**config.mk**
```make
export PLATFORM = sky130hd
export DESIGN_NAME = dda_line_rasterizer_flat
export DESIGN_NICKNAME = d
export VERILOG_FILES = /design/src/design/dda_pkg.sv /design/src/design/dda_if.sv /design/src/design/dda_div.sv /design/src/design/dda_pixel.sv /design/src/design/dda_line_rasterizer.sv /design/src/flat_wrapper.sv
export VERILOG_INCLUDE_DIRS = /design/src /design/src/design
export SDC_FILE = /design/constraint.sdc
export NUM_CORES = 1
export LEC_CHECK = 0
export BUFFER_PORTS_ARGS = -buffer_cell sky130_fd_sc_hd__buf_2
export CORE_MARGIN = 3
export CORE_UTILIZATION = 30
export CTS_CLUSTER_DIAMETER = 150
export DETAILED_ROUTE_END_ITERATION = 6
export HOLD_SLACK_MARGIN = 0.15
export PLACE_DENSITY = 0.42
export SYNTH_ARGS = -nofsm -noshare
export SYNTH_HDL_FRONTEND = slang
export SYNTH_SLANG_ARGS = --single-unit
```
**constraint.sdc**
```tcl
create_clock -name clk -period 12.25 [get_ports clk]
set_clock_uncertainty 0.15 [all_clocks]
set_input_delay 1.225 -clock clk [delete_from_list [all_inputs] [get_ports clk]]
set_output_delay 1.225 -clock clk [all_outputs]
set_load 0.02 [all_outputs]
```
**src/design/dda_line_rasterizer_macros.svh**
```systemverilog
// assertion macros shared by the line rasterizer modules
`ifndef DDA_LINE_RASTERIZER_MACROS_SVH
`define DDA_LINE_RASTERIZER_MACROS_SVH

// same-cycle implication, sampled on clk, off during reset
`define DDA_ASSERT_IMP(label, ante, cons, msg) \
    label: assert property (@(posedge clk) disable iff (!rst_n) (ante) |-> (cons)) \
        else $error(msg);

// next-cycle implication, sampled on clk, off during reset
`define DDA_ASSERT_NXT(label, ante, cons, msg) \
    label: assert property (@(posedge clk) disable iff (!rst_n) (ante) |=> (cons)) \
        else $error(msg);

`endif

```
**src/design/dda_pkg.sv**
```systemverilog
// shared types and constants for the dda line rasterizer
package dda_pkg;

    localparam int FRAC_BITS     = 16;
    localparam int SCREEN_WIDTH  = 800;
    localparam int SCREEN_HEIGHT = 600;

    localparam int COORD_W   = 10;
    localparam int POS_W     = COORD_W + 1;
    localparam int FIX_W     = 28;
    localparam int RND_W     = FIX_W + 2;
    localparam int SCR_W     = 10;
    localparam int COLOR_W   = 4;
    localparam int QUOT_W    = FRAC_BITS + 1;
    localparam int DIV_CNT_W = $clog2(QUOT_W);

    localparam logic [COLOR_W-1:0] COLOR_RESET = COLOR_W'(14);

    localparam logic REQ_START = 1'b0;
    localparam logic REQ_STEP  = 1'b1;

    // screen offsets in fixed point, with the rounding half folded in
    localparam logic signed [RND_W-1:0] X_OFS_FIX =
        RND_W'((SCREEN_WIDTH / 2) * (1 << FRAC_BITS) + (1 << (FRAC_BITS - 1)));
    localparam logic signed [RND_W-1:0] Y_OFS_FIX =
        RND_W'((SCREEN_HEIGHT / 2) * (1 << FRAC_BITS) + (1 << (FRAC_BITS - 1)));

    localparam logic signed [POS_W-1:0] X_OFS_INT = POS_W'(SCREEN_WIDTH / 2);
    localparam logic signed [POS_W-1:0] Y_OFS_INT = POS_W'(SCREEN_HEIGHT / 2);

    typedef enum logic [1:0] {
        ST_IDLE = 2'b01,
        ST_DIV  = 2'b10
    } st_t;

    typedef struct packed {
        logic               start;
        logic               negate;
        logic [COORD_W-1:0] dividend;
        logic [COORD_W-1:0] divisor;
    } div_cmd_t;

    typedef struct packed {
        logic                    done;
        logic signed [FIX_W-1:0] quotient;
    } div_rsp_t;

endpackage

```
**src/design/dda_if.sv**
```systemverilog
// channel interfaces for requests, pixels and configuration

interface dda_req_if import dda_pkg::*; ();
    logic                      valid;
    logic                      ready;
    logic                      req_type;
    logic signed [COORD_W-1:0] x_start;
    logic signed [COORD_W-1:0] y_start;
    logic signed [COORD_W-1:0] x_end;
    logic signed [COORD_W-1:0] y_end;

    modport source (output valid, req_type, x_start, y_start, x_end, y_end, input ready);
    modport sink   (input valid, req_type, x_start, y_start, x_end, y_end, output ready);
endinterface

interface dda_pix_if import dda_pkg::*; ();
    logic               valid;
    logic               ready;
    logic [SCR_W-1:0]   screen_x;
    logic [SCR_W-1:0]   screen_y;
    logic [COLOR_W-1:0] color;
    logic               last_pixel;

    modport source (output valid, screen_x, screen_y, color, last_pixel, input ready);
    modport sink   (input valid, screen_x, screen_y, color, last_pixel, output ready);
endinterface

interface dda_cfg_if import dda_pkg::*; ();
    logic               valid;
    logic               ready;
    logic [COLOR_W-1:0] pixel_color;

    modport source (output valid, pixel_color, input ready);
    modport sink   (input valid, pixel_color, output ready);
endinterface

```
**src/design/dda_div.sv**
```systemverilog
// iterative restoring divider for the slope, one quotient bit per cycle
`include "dda_line_rasterizer_macros.svh"

module dda_div import dda_pkg::*;
(
    input  logic     clk,
    input  logic     rst_n,
    input  div_cmd_t cmd,
    output div_rsp_t rsp
);

    logic                    busy_reg;
    logic                    done_reg;
    logic [DIV_CNT_W-1:0]    cnt_reg;
    logic                    neg_reg;
    logic [COORD_W:0]        rem_reg;
    logic [COORD_W-1:0]      divisor_reg;
    logic [QUOT_W-2:0]       q_reg;
    logic signed [FIX_W-1:0] quot_reg;

    logic                    ge;
    logic [COORD_W:0]        diff;
    logic [QUOT_W-1:0]       q_full;
    logic [FIX_W-1:0]        q_ext;
    logic                    last_iter;

    always_comb
    begin
        ge        = rem_reg >= {1'b0, divisor_reg};
        diff      = ge ? rem_reg - {1'b0, divisor_reg} : rem_reg;
        q_full    = {q_reg, ge};
        q_ext     = FIX_W'(q_full);
        last_iter = busy_reg && (cnt_reg == '0);
    end

    always_ff @(posedge clk or negedge rst_n)
    begin
        if (!rst_n)
        begin
            busy_reg <= 1'b0;
            done_reg <= 1'b0;
            cnt_reg  <= '0;
        end
        else
        begin
            done_reg <= last_iter;
            if (cmd.start)
            begin
                busy_reg <= 1'b1;
                cnt_reg  <= DIV_CNT_W'(QUOT_W - 1);
            end
            else if (busy_reg)
            begin
                cnt_reg <= cnt_reg - DIV_CNT_W'(1);
                if (last_iter)
                begin
                    busy_reg <= 1'b0;
                end
            end
        end
    end

    always_ff @(posedge clk)
    begin
        if (cmd.start)
        begin
            rem_reg     <= {1'b0, cmd.dividend};
            divisor_reg <= cmd.divisor;
            neg_reg     <= cmd.negate;
            q_reg       <= '0;
        end
        else if (busy_reg)
        begin
            rem_reg <= {diff[COORD_W-1:0], 1'b0};
            q_reg   <= {q_reg[QUOT_W-3:0], ge};
            if (last_iter)
            begin
                quot_reg <= neg_reg ? -q_ext : q_ext;
            end
        end
    end

    assign rsp.done     = done_reg;
    assign rsp.quotient = quot_reg;

    `DDA_ASSERT_IMP(a_start_when_free, cmd.start, !busy_reg, "divider started while busy")
    `DDA_ASSERT_NXT(a_busy_after_start, cmd.start, busy_reg, "divider did not start")
    `DDA_ASSERT_NXT(a_done_single, done_reg, !done_reg && !busy_reg, "divider done not a pulse")

endmodule

```
**src/design/dda_pixel.sv**
```systemverilog
// converts major position and minor accumulator to rounded screen coordinates
module dda_pixel import dda_pkg::*;
(
    input  logic                    steep,
    input  logic signed [POS_W-1:0] major_pos,
    input  logic signed [FIX_W-1:0] minor_acc,
    output logic [SCR_W-1:0]        screen_x,
    output logic [SCR_W-1:0]        screen_y
);

    logic signed [RND_W-1:0] acc_ext;
    logic signed [RND_W-1:0] t_c;
    logic signed [RND_W-1:0] floor_c;
    logic signed [RND_W-1:0] trunc_c;
    logic                    fix_up;
    logic signed [POS_W-1:0] major_x;
    logic signed [POS_W-1:0] major_y;

    always_comb
    begin
        acc_ext = RND_W'(minor_acc);
        t_c     = steep ? acc_ext + X_OFS_FIX : Y_OFS_FIX - acc_ext;
        // truncate toward zero
        floor_c = t_c >>> FRAC_BITS;
        fix_up  = t_c[RND_W-1] && (t_c[FRAC_BITS-1:0] != '0);
        trunc_c = floor_c + {{(RND_W-1){1'b0}}, fix_up};
        major_x = major_pos + X_OFS_INT;
        major_y = Y_OFS_INT - major_pos;
        screen_x = steep ? trunc_c[SCR_W-1:0] : major_x[SCR_W-1:0];
        screen_y = steep ? major_y[SCR_W-1:0] : trunc_c[SCR_W-1:0];
    end

endmodule

```
**src/design/dda_line_rasterizer.sv**
```systemverilog
// top level of the dda line rasterizer: sequencer, line state and pixel output
//
// req carries one transaction per item. req_type 0 loads a line from x_start,
// y_start, x_end, y_end and emits nothing; req_type 1 emits the next pixel on
// pix, with last_pixel set on the final one. a step with no line loaded emits
// nothing. cfg writes the 4-bit pixel color, taken every cycle.
// a step's pixel is registered and is on pix the cycle after acceptance,
// so steps sustain one pixel per cycle while pix keeps up.
// a start with a nonzero minor delta waits on the divider: the slope comes
// from a restoring divider, one quotient bit per cycle over 17 bits.
// horizontal, vertical and single-point lines need no division.
// req.ready is low while the divider runs.
// pix is held in an output register; if the receiver stalls with a pixel
// waiting, req.ready drops until that pixel is taken.
// reset clears the line state and output valid, and sets the color to 14.
`include "dda_line_rasterizer_macros.svh"

module dda_line_rasterizer import dda_pkg::*;
(
    input  logic      clk,
    input  logic      rst_n,
    dda_req_if.sink   req,
    dda_pix_if.source pix,
    dda_cfg_if.sink   cfg
);

    st_t                     state_reg;
    st_t                     state_next;
    logic                    line_active_reg;
    logic                    steep_reg;
    logic signed [POS_W-1:0] pos_reg;
    logic signed [POS_W-1:0] limit_reg;
    logic signed [FIX_W-1:0] acc_reg;
    logic signed [FIX_W-1:0] inc_reg;
    logic [COLOR_W-1:0]      color_cfg_reg;

    logic                    pix_valid_reg;
    logic [SCR_W-1:0]        sx_reg;
    logic [SCR_W-1:0]        sy_reg;
    logic [COLOR_W-1:0]      pcolor_reg;
    logic                    plast_reg;

    logic                    req_fire;
    logic                    start_fire;
    logic                    step_fire;
    logic                    step_last;

    logic signed [POS_W-1:0] xa;
    logic signed [POS_W-1:0] ya;
    logic signed [POS_W-1:0] xb;
    logic signed [POS_W-1:0] yb;
    logic signed [POS_W-1:0] dx;
    logic signed [POS_W-1:0] dy;
    logic [POS_W-1:0]        adx;
    logic [POS_W-1:0]        ady;
    logic                    shallow;
    logic                    swap;
    logic                    minor_zero;
    logic signed [POS_W-1:0] first_major;
    logic signed [POS_W-1:0] last_major;
    logic signed [POS_W-1:0] first_minor;
    logic signed [FIX_W-1:0] acc_start;

    logic [SCR_W-1:0]        sx_c;
    logic [SCR_W-1:0]        sy_c;

    div_cmd_t                div_cmd;
    div_rsp_t                div_rsp;

    assign req.ready = (state_reg == ST_IDLE) && (!pix_valid_reg || pix.ready);
    assign cfg.ready = 1'b1;

    assign req_fire   = req.valid && req.ready;
    assign start_fire = req_fire && (req.req_type == REQ_START);
    assign step_fire  = req_fire && (req.req_type == REQ_STEP) && line_active_reg;
    assign step_last  = pos_reg >= limit_reg;

    // line setup: order endpoints along the major axis
    always_comb
    begin
        xa  = POS_W'(req.x_start);
        ya  = POS_W'(req.y_start);
        xb  = POS_W'(req.x_end);
        yb  = POS_W'(req.y_end);
        dx  = xb - xa;
        dy  = yb - ya;
        adx = dx[POS_W-1] ? -dx : dx;
        ady = dy[POS_W-1] ? -dy : dy;
        shallow = (dy == '0) || ((dx != '0) && (ady <= adx));
        if (shallow)
        begin
            swap        = xa > xb;
            first_major = swap ? xb : xa;
            last_major  = swap ? xa : xb;
            first_minor = swap ? yb : ya;
            minor_zero  = dy == '0;
            div_cmd.dividend = ady[COORD_W-1:0];
            div_cmd.divisor  = adx[COORD_W-1:0];
        end
        else
        begin
            swap        = ya > yb;
            first_major = swap ? yb : ya;
            last_major  = swap ? ya : yb;
            first_minor = swap ? xb : xa;
            minor_zero  = dx == '0;
            div_cmd.dividend = adx[COORD_W-1:0];
            div_cmd.divisor  = ady[COORD_W-1:0];
        end
        acc_start = {{(FIX_W-POS_W-FRAC_BITS){first_minor[POS_W-1]}}, first_minor,
                     {FRAC_BITS{1'b0}}};
        div_cmd.negate = dx[POS_W-1] ^ dy[POS_W-1];
        div_cmd.start  = start_fire && !minor_zero;
    end

    dda_div u_div
    (
        .clk   (clk),
        .rst_n (rst_n),
        .cmd   (div_cmd),
        .rsp   (div_rsp)
    );

    dda_pixel u_pixel
    (
        .steep     (steep_reg),
        .major_pos (pos_reg),
        .minor_acc (acc_reg),
        .screen_x  (sx_c),
        .screen_y  (sy_c)
    );

    always_comb
    begin
        state_next = state_reg;
        case (state_reg)
            ST_IDLE:
            begin
                if (div_cmd.start)
                begin
                    state_next = ST_DIV;
                end
            end
            ST_DIV:
            begin
                if (div_rsp.done)
                begin
                    state_next = ST_IDLE;
                end
            end
            default:
            begin
                state_next = ST_IDLE;
            end
        endcase
    end

    always_ff @(posedge clk or negedge rst_n)
    begin
        if (!rst_n)
        begin
            state_reg       <= ST_IDLE;
            line_active_reg <= 1'b0;
            pix_valid_reg   <= 1'b0;
            color_cfg_reg   <= COLOR_RESET;
        end
        else
        begin
            state_reg <= state_next;
            if (cfg.valid && cfg.ready)
            begin
                color_cfg_reg <= cfg.pixel_color;
            end
            if (start_fire)
            begin
                line_active_reg <= 1'b1;
            end
            else if (step_fire && step_last)
            begin
                line_active_reg <= 1'b0;
            end
            if (step_fire)
            begin
                pix_valid_reg <= 1'b1;
            end
            else if (pix.ready)
            begin
                pix_valid_reg <= 1'b0;
            end
        end
    end

    always_ff @(posedge clk)
    begin
        if (start_fire)
        begin
            steep_reg <= !shallow;
            pos_reg   <= first_major;
            limit_reg <= last_major;
            acc_reg   <= acc_start;
            if (minor_zero)
            begin
                inc_reg <= '0;
            end
        end
        else if (step_fire && !step_last)
        begin
            pos_reg <= pos_reg + POS_W'(1);
            acc_reg <= acc_reg + inc_reg;
        end
        if (div_rsp.done)
        begin
            inc_reg <= div_rsp.quotient;
        end
        if (step_fire)
        begin
            sx_reg     <= sx_c;
            sy_reg     <= sy_c;
            pcolor_reg <= color_cfg_reg;
            plast_reg  <= step_last;
        end
    end

    assign pix.valid      = pix_valid_reg;
    assign pix.screen_x   = sx_reg;
    assign pix.screen_y   = sy_reg;
    assign pix.color      = pcolor_reg;
    assign pix.last_pixel = plast_reg;

    `DDA_ASSERT_IMP(a_done_in_div, div_rsp.done, state_reg == ST_DIV, "slope ready outside division")
    `DDA_ASSERT_NXT(a_step_advance, step_fire && !step_last, pos_reg == $past(pos_reg) + POS_W'(1), "major position did not advance")
    `DDA_ASSERT_NXT(a_last_clears, step_fire && step_last, !line_active_reg && pix_valid_reg && plast_reg, "final pixel did not end the line")

endmodule
```
**src/flat_wrapper.sv**
```systemverilog
// flat-port wrapper written by rule: the top's interface ports become plain ports
module dda_line_rasterizer_flat import dda_pkg::*;
  (clk, rst_n, req_valid, req_req_type, req_x_start, req_y_start, req_x_end, req_y_end, req_ready, pix_valid, pix_screen_x, pix_screen_y, pix_color, pix_last_pixel, pix_ready, cfg_valid, cfg_pixel_color, cfg_ready);
  dda_req_if req_i ();
  dda_pix_if pix_i ();
  dda_cfg_if cfg_i ();
  input  logic clk;
  input  logic rst_n;
  input wire logic [$bits(req_i.valid)-1:0] req_valid;
  input wire logic [$bits(req_i.req_type)-1:0] req_req_type;
  input wire logic [$bits(req_i.x_start)-1:0] req_x_start;
  input wire logic [$bits(req_i.y_start)-1:0] req_y_start;
  input wire logic [$bits(req_i.x_end)-1:0] req_x_end;
  input wire logic [$bits(req_i.y_end)-1:0] req_y_end;
  output wire logic [$bits(req_i.ready)-1:0] req_ready;
  output wire logic [$bits(pix_i.valid)-1:0] pix_valid;
  output wire logic [$bits(pix_i.screen_x)-1:0] pix_screen_x;
  output wire logic [$bits(pix_i.screen_y)-1:0] pix_screen_y;
  output wire logic [$bits(pix_i.color)-1:0] pix_color;
  output wire logic [$bits(pix_i.last_pixel)-1:0] pix_last_pixel;
  input wire logic [$bits(pix_i.ready)-1:0] pix_ready;
  input wire logic [$bits(cfg_i.valid)-1:0] cfg_valid;
  input wire logic [$bits(cfg_i.pixel_color)-1:0] cfg_pixel_color;
  output wire logic [$bits(cfg_i.ready)-1:0] cfg_ready;
  assign req_i.valid = req_valid;
  assign req_i.req_type = req_req_type;
  assign req_i.x_start = req_x_start;
  assign req_i.y_start = req_y_start;
  assign req_i.x_end = req_x_end;
  assign req_i.y_end = req_y_end;
  assign req_ready = req_i.ready;
  assign pix_valid = pix_i.valid;
  assign pix_screen_x = pix_i.screen_x;
  assign pix_screen_y = pix_i.screen_y;
  assign pix_color = pix_i.color;
  assign pix_last_pixel = pix_i.last_pixel;
  assign pix_i.ready = pix_ready;
  assign cfg_i.valid = cfg_valid;
  assign cfg_i.pixel_color = cfg_pixel_color;
  assign cfg_ready = cfg_i.ready;
  dda_line_rasterizer u_core (.clk(clk), .rst_n(rst_n), .req(req_i), .pix(pix_i), .cfg(cfg_i));
endmodule
```
==> impl_metrics.py <==
metrics = {
    "run_status": {
        "status": "completed",
    },
    "timing": {
        "max_freq_mhz": 161,
        "setup_tns_ps": 0,
        "worst_slew_pin_slew_ps": 1160,
        "report.final.slew_viol_count": 0,
        "slew_headroom": 0.225,
        "fin_crit_sh": 0.507,
        "setup_violations": 0,
        "rsz0062_at_grt": "false",
        "hold_viol": 0,
        "fin_crit_ps": 6210,
    },
    "floorplan": {
        "die_y_microns": 213,
        "ios": 78,
        "row_count": 75,
        "dieArea_sq_um": 45400,
        "core-area_sq_um": 42100,
        "die-width_microns": 213,
        "initial_core_util": 0.305,
    },
    "global_route": {
        "gr-usage-all-layers": 0.147,
        "grt_pass1_vias": 9367,
        "grt_pass1_wl_microns": 51900,
        "grt_max_degree": 76,
        "gr-total-overflow": 0,
        "antenna_found_initial": 1,
    },
    "yosys": {
        "synth_common_cells": "edfxtp_1 (136), nor2_1 (119), nand2_1 (107), ha_1 (94), o21ai_0 (89)",
        "ys_warn_count": 0,
        "seq_area_frac_synth": 0.398,
        "syn_avg_cell_area_sq_um": 9.47,
        "syn_area_sq_um": 12900,
        "synth_edf_count": 136,
        "syn_nets": 1507,
        "synth_area_leaders": "edfxtp_1 (32%), ha_1 (9.1%), xnor2_1 (5.5%), dfxtp_1 (5.1%), mux2i_1 (4.1%)",
        "ys_types": 74,
        "syn_inst": 1359,
        "async_flop_share": 0.0815,
        "yosys_register_bits": 184,
        "synth_area_leader_cell": "edfxtp_1",
        "synth.top_cell.area_share": 0.317,
        "ys.flop_type": "edfxtp_1",
        "synth_most_common_cell": "edfxtp_1",
    },
    "setup_path": {
        "endpoint_kind": "flop",
        "r2r_start": "u_core.pos_reg[6]$_DFFE_PP_",
        "startpoint_type": "primary input",
        "cp.arrival_ps": 6250,
        "crit_fanout": 75,
        "startpoint": "req_x_end[0]",
        "worstPathRequired_ps": 12290,
        "critPathKind": "primary input to flop",
    },
    "cells_and_area": {
        "fin_cells": 1956,
        "drive_gt1_frac": 0.120,
        "fillCellCount": 4268,
        "num-nets-final": 1552,
        "fin_util": 0.342,
        "syn2layout_area_growth_pct": 11.9,
        "antenna_cells": 0,
    },
    "power": {
        "cellPowerDensity_nw_per_um2": 199,
        "ir_worst_vdd_v": 0.0000941,
        "total_leakage_power_nw": 5.86,
    },
    "detailed_routing": {
        "drtPass1Iterations": 4,
        "wl_per_cell_microns": 16.7,
        "drt_iter0_markers": 475,
        "ant_nets": 0,
        "drc": 0,
        "via_per_inst": 4.91,
        "drt_wl_total_microns": 32600,
        "vias": 9603,
    },
    "clock_network": {
        "clk_pin_slew_ps": 80,
        "h-tree-depth": 4,
        "ctsHoldBuffers": 0,
        "post_cts_buffers": 0,
        "post_cts_resized": 0,
        "clock_latency_ps": 480,
        "cts_sinks": 184,
        "cts_max_path_buffers": 2,
        "cts_made_buffers": 17,
        "cts_root_buffer": "clkbuf_16",
        "cts_tree": "yes",
    },
    "worst_hold_path": {
        "hp-start": "u_core.color_cfg_reg[0]$_DFFE_PN0P_",
        "hold_path.class": "flop to flop",
    },
    "placement": {
        "dp_hpwl_microns": 25000,
        "portBuffers": 76,
        "dp.cells": 1924,
        "place_congestion": 0.817,
    },
    "run": {
        "maxCapViolCount": 0,
    },
}
[final cells by class]
class	count	area, sq um	share of cell area
clock buffer	17	425	0.0295
clock inverter	15	171	0.0119
inverter	80	300	0.0209
multi-input combinational	1033	7230	0.502
sequential	184	5120	0.356
tap	539	674	0.0468
timing repair buffer	88	470	0.0327
[worst max-delay path, cell delays in order]
cell and delay, ps:
buf_2 110, inv_1 40, ha_1 220, fa_1 400, nand2b_1 200, a21oi_1 210
o2111ai_1 150, a31oi_1 700, inv_1 200, o21a_1 170, xnor2_1 150, ha_1 330
a21o_1 110, a21o_1 110, a21oi_1 60, a21oi_1 140, o22a_2 410, buf_4 660
o211ai_1 240, o211ai_1 240, o21ai_0 140
[layout by cell type (no fill, tap or decap), drive strengths merged, types with 15 or more instances in the layout]
cell type and instances:
o21a 15, a21o 26, xnor2 81, nand2b 18, buf 88, edfxtp 136, o211ai 22, mux2 19
and2 30, nand2 107, xor2 37, o21ai 93, nor2 120, inv 87, ha 94, mux2i 53
dfxtp 33, a21oi 82, a211oi 25, nor3 21, nor2b 16, nand3 40, clkbuf 17
[through the flow]
step / hold slack, ps / instance area (sq um) / worst slack (ps) / power (W)
after CTS: 307 / 14400 / 6100 / 0.00291
after floorplan: 271 / 12900 / 6230 / 0.00199
after global placement: 286 / 13800 / 5590 / 0.00233
after global routing: 319 / 14400 / 5530 / 0.00311
final: 303 / 14400 / 6040 / 0.00286
after detailed placement: 290 / 13800 / 5560 / 0.00233
[power breakdown]
part / switching [W] / internal (W)
clock: 0.000285 / 0.000276
sequential: 0.000112 / 0.000868
combinational: 0.000799 / 0.000521
total: 0.00120 / 0.00167
[cells by family (layout without fill, tap and decap cells)]
kind of cell	after synthesis	after routing	share of synthesized area
simple gates	401	401	0.151
xor+xnor	118	118	0.0809
mux	72	72	0.0579
compound gates	343	343	0.171
buf+inv	142	200	0.0428
fa+ha+maj	98	98	0.0976
flops	184	184	0.398
other cells	1	1	0.000291
[per-layer routing]
| layer | track usage | vias up | wire (microns) |
|---|---|---|---|
| li1 | - | 4993 | - |
| met1 | 0.201 | 4474 | 16400 |
| met2 | 0.232 | 106 | 14700 |
| met3 | 0.0357 | 28 | 990 |
| met4 | 0.0424 | 2 | 467 |
| met5 | 0 | - | 9 |
[path summary, 6_finish.rpt]
check | end | slack, ps | cells after the start
worst min-delay path | u_core.pix.color[0]$_DFFE_PP_ | 300 | 0
max in group asynchronous | u_core.state_reg[0]$_DFFE_PN1P_ | 11050 | 1
worst max-delay path | u_core.pos_reg[4]$_DFFE_PP_ | 6040 | 21
min in group asynchronous | u_core.color_cfg_reg[0]$_DFFE_PN0P_ | 540 | 1
worst max register to register | u_core.acc_reg[16]$_DFFE_PP_ | 8210 | 9
worst min register to register | u_core.pix.color[0]$_DFFE_PP_ | 300 | 0
Power figures use the tool's default switching activity.
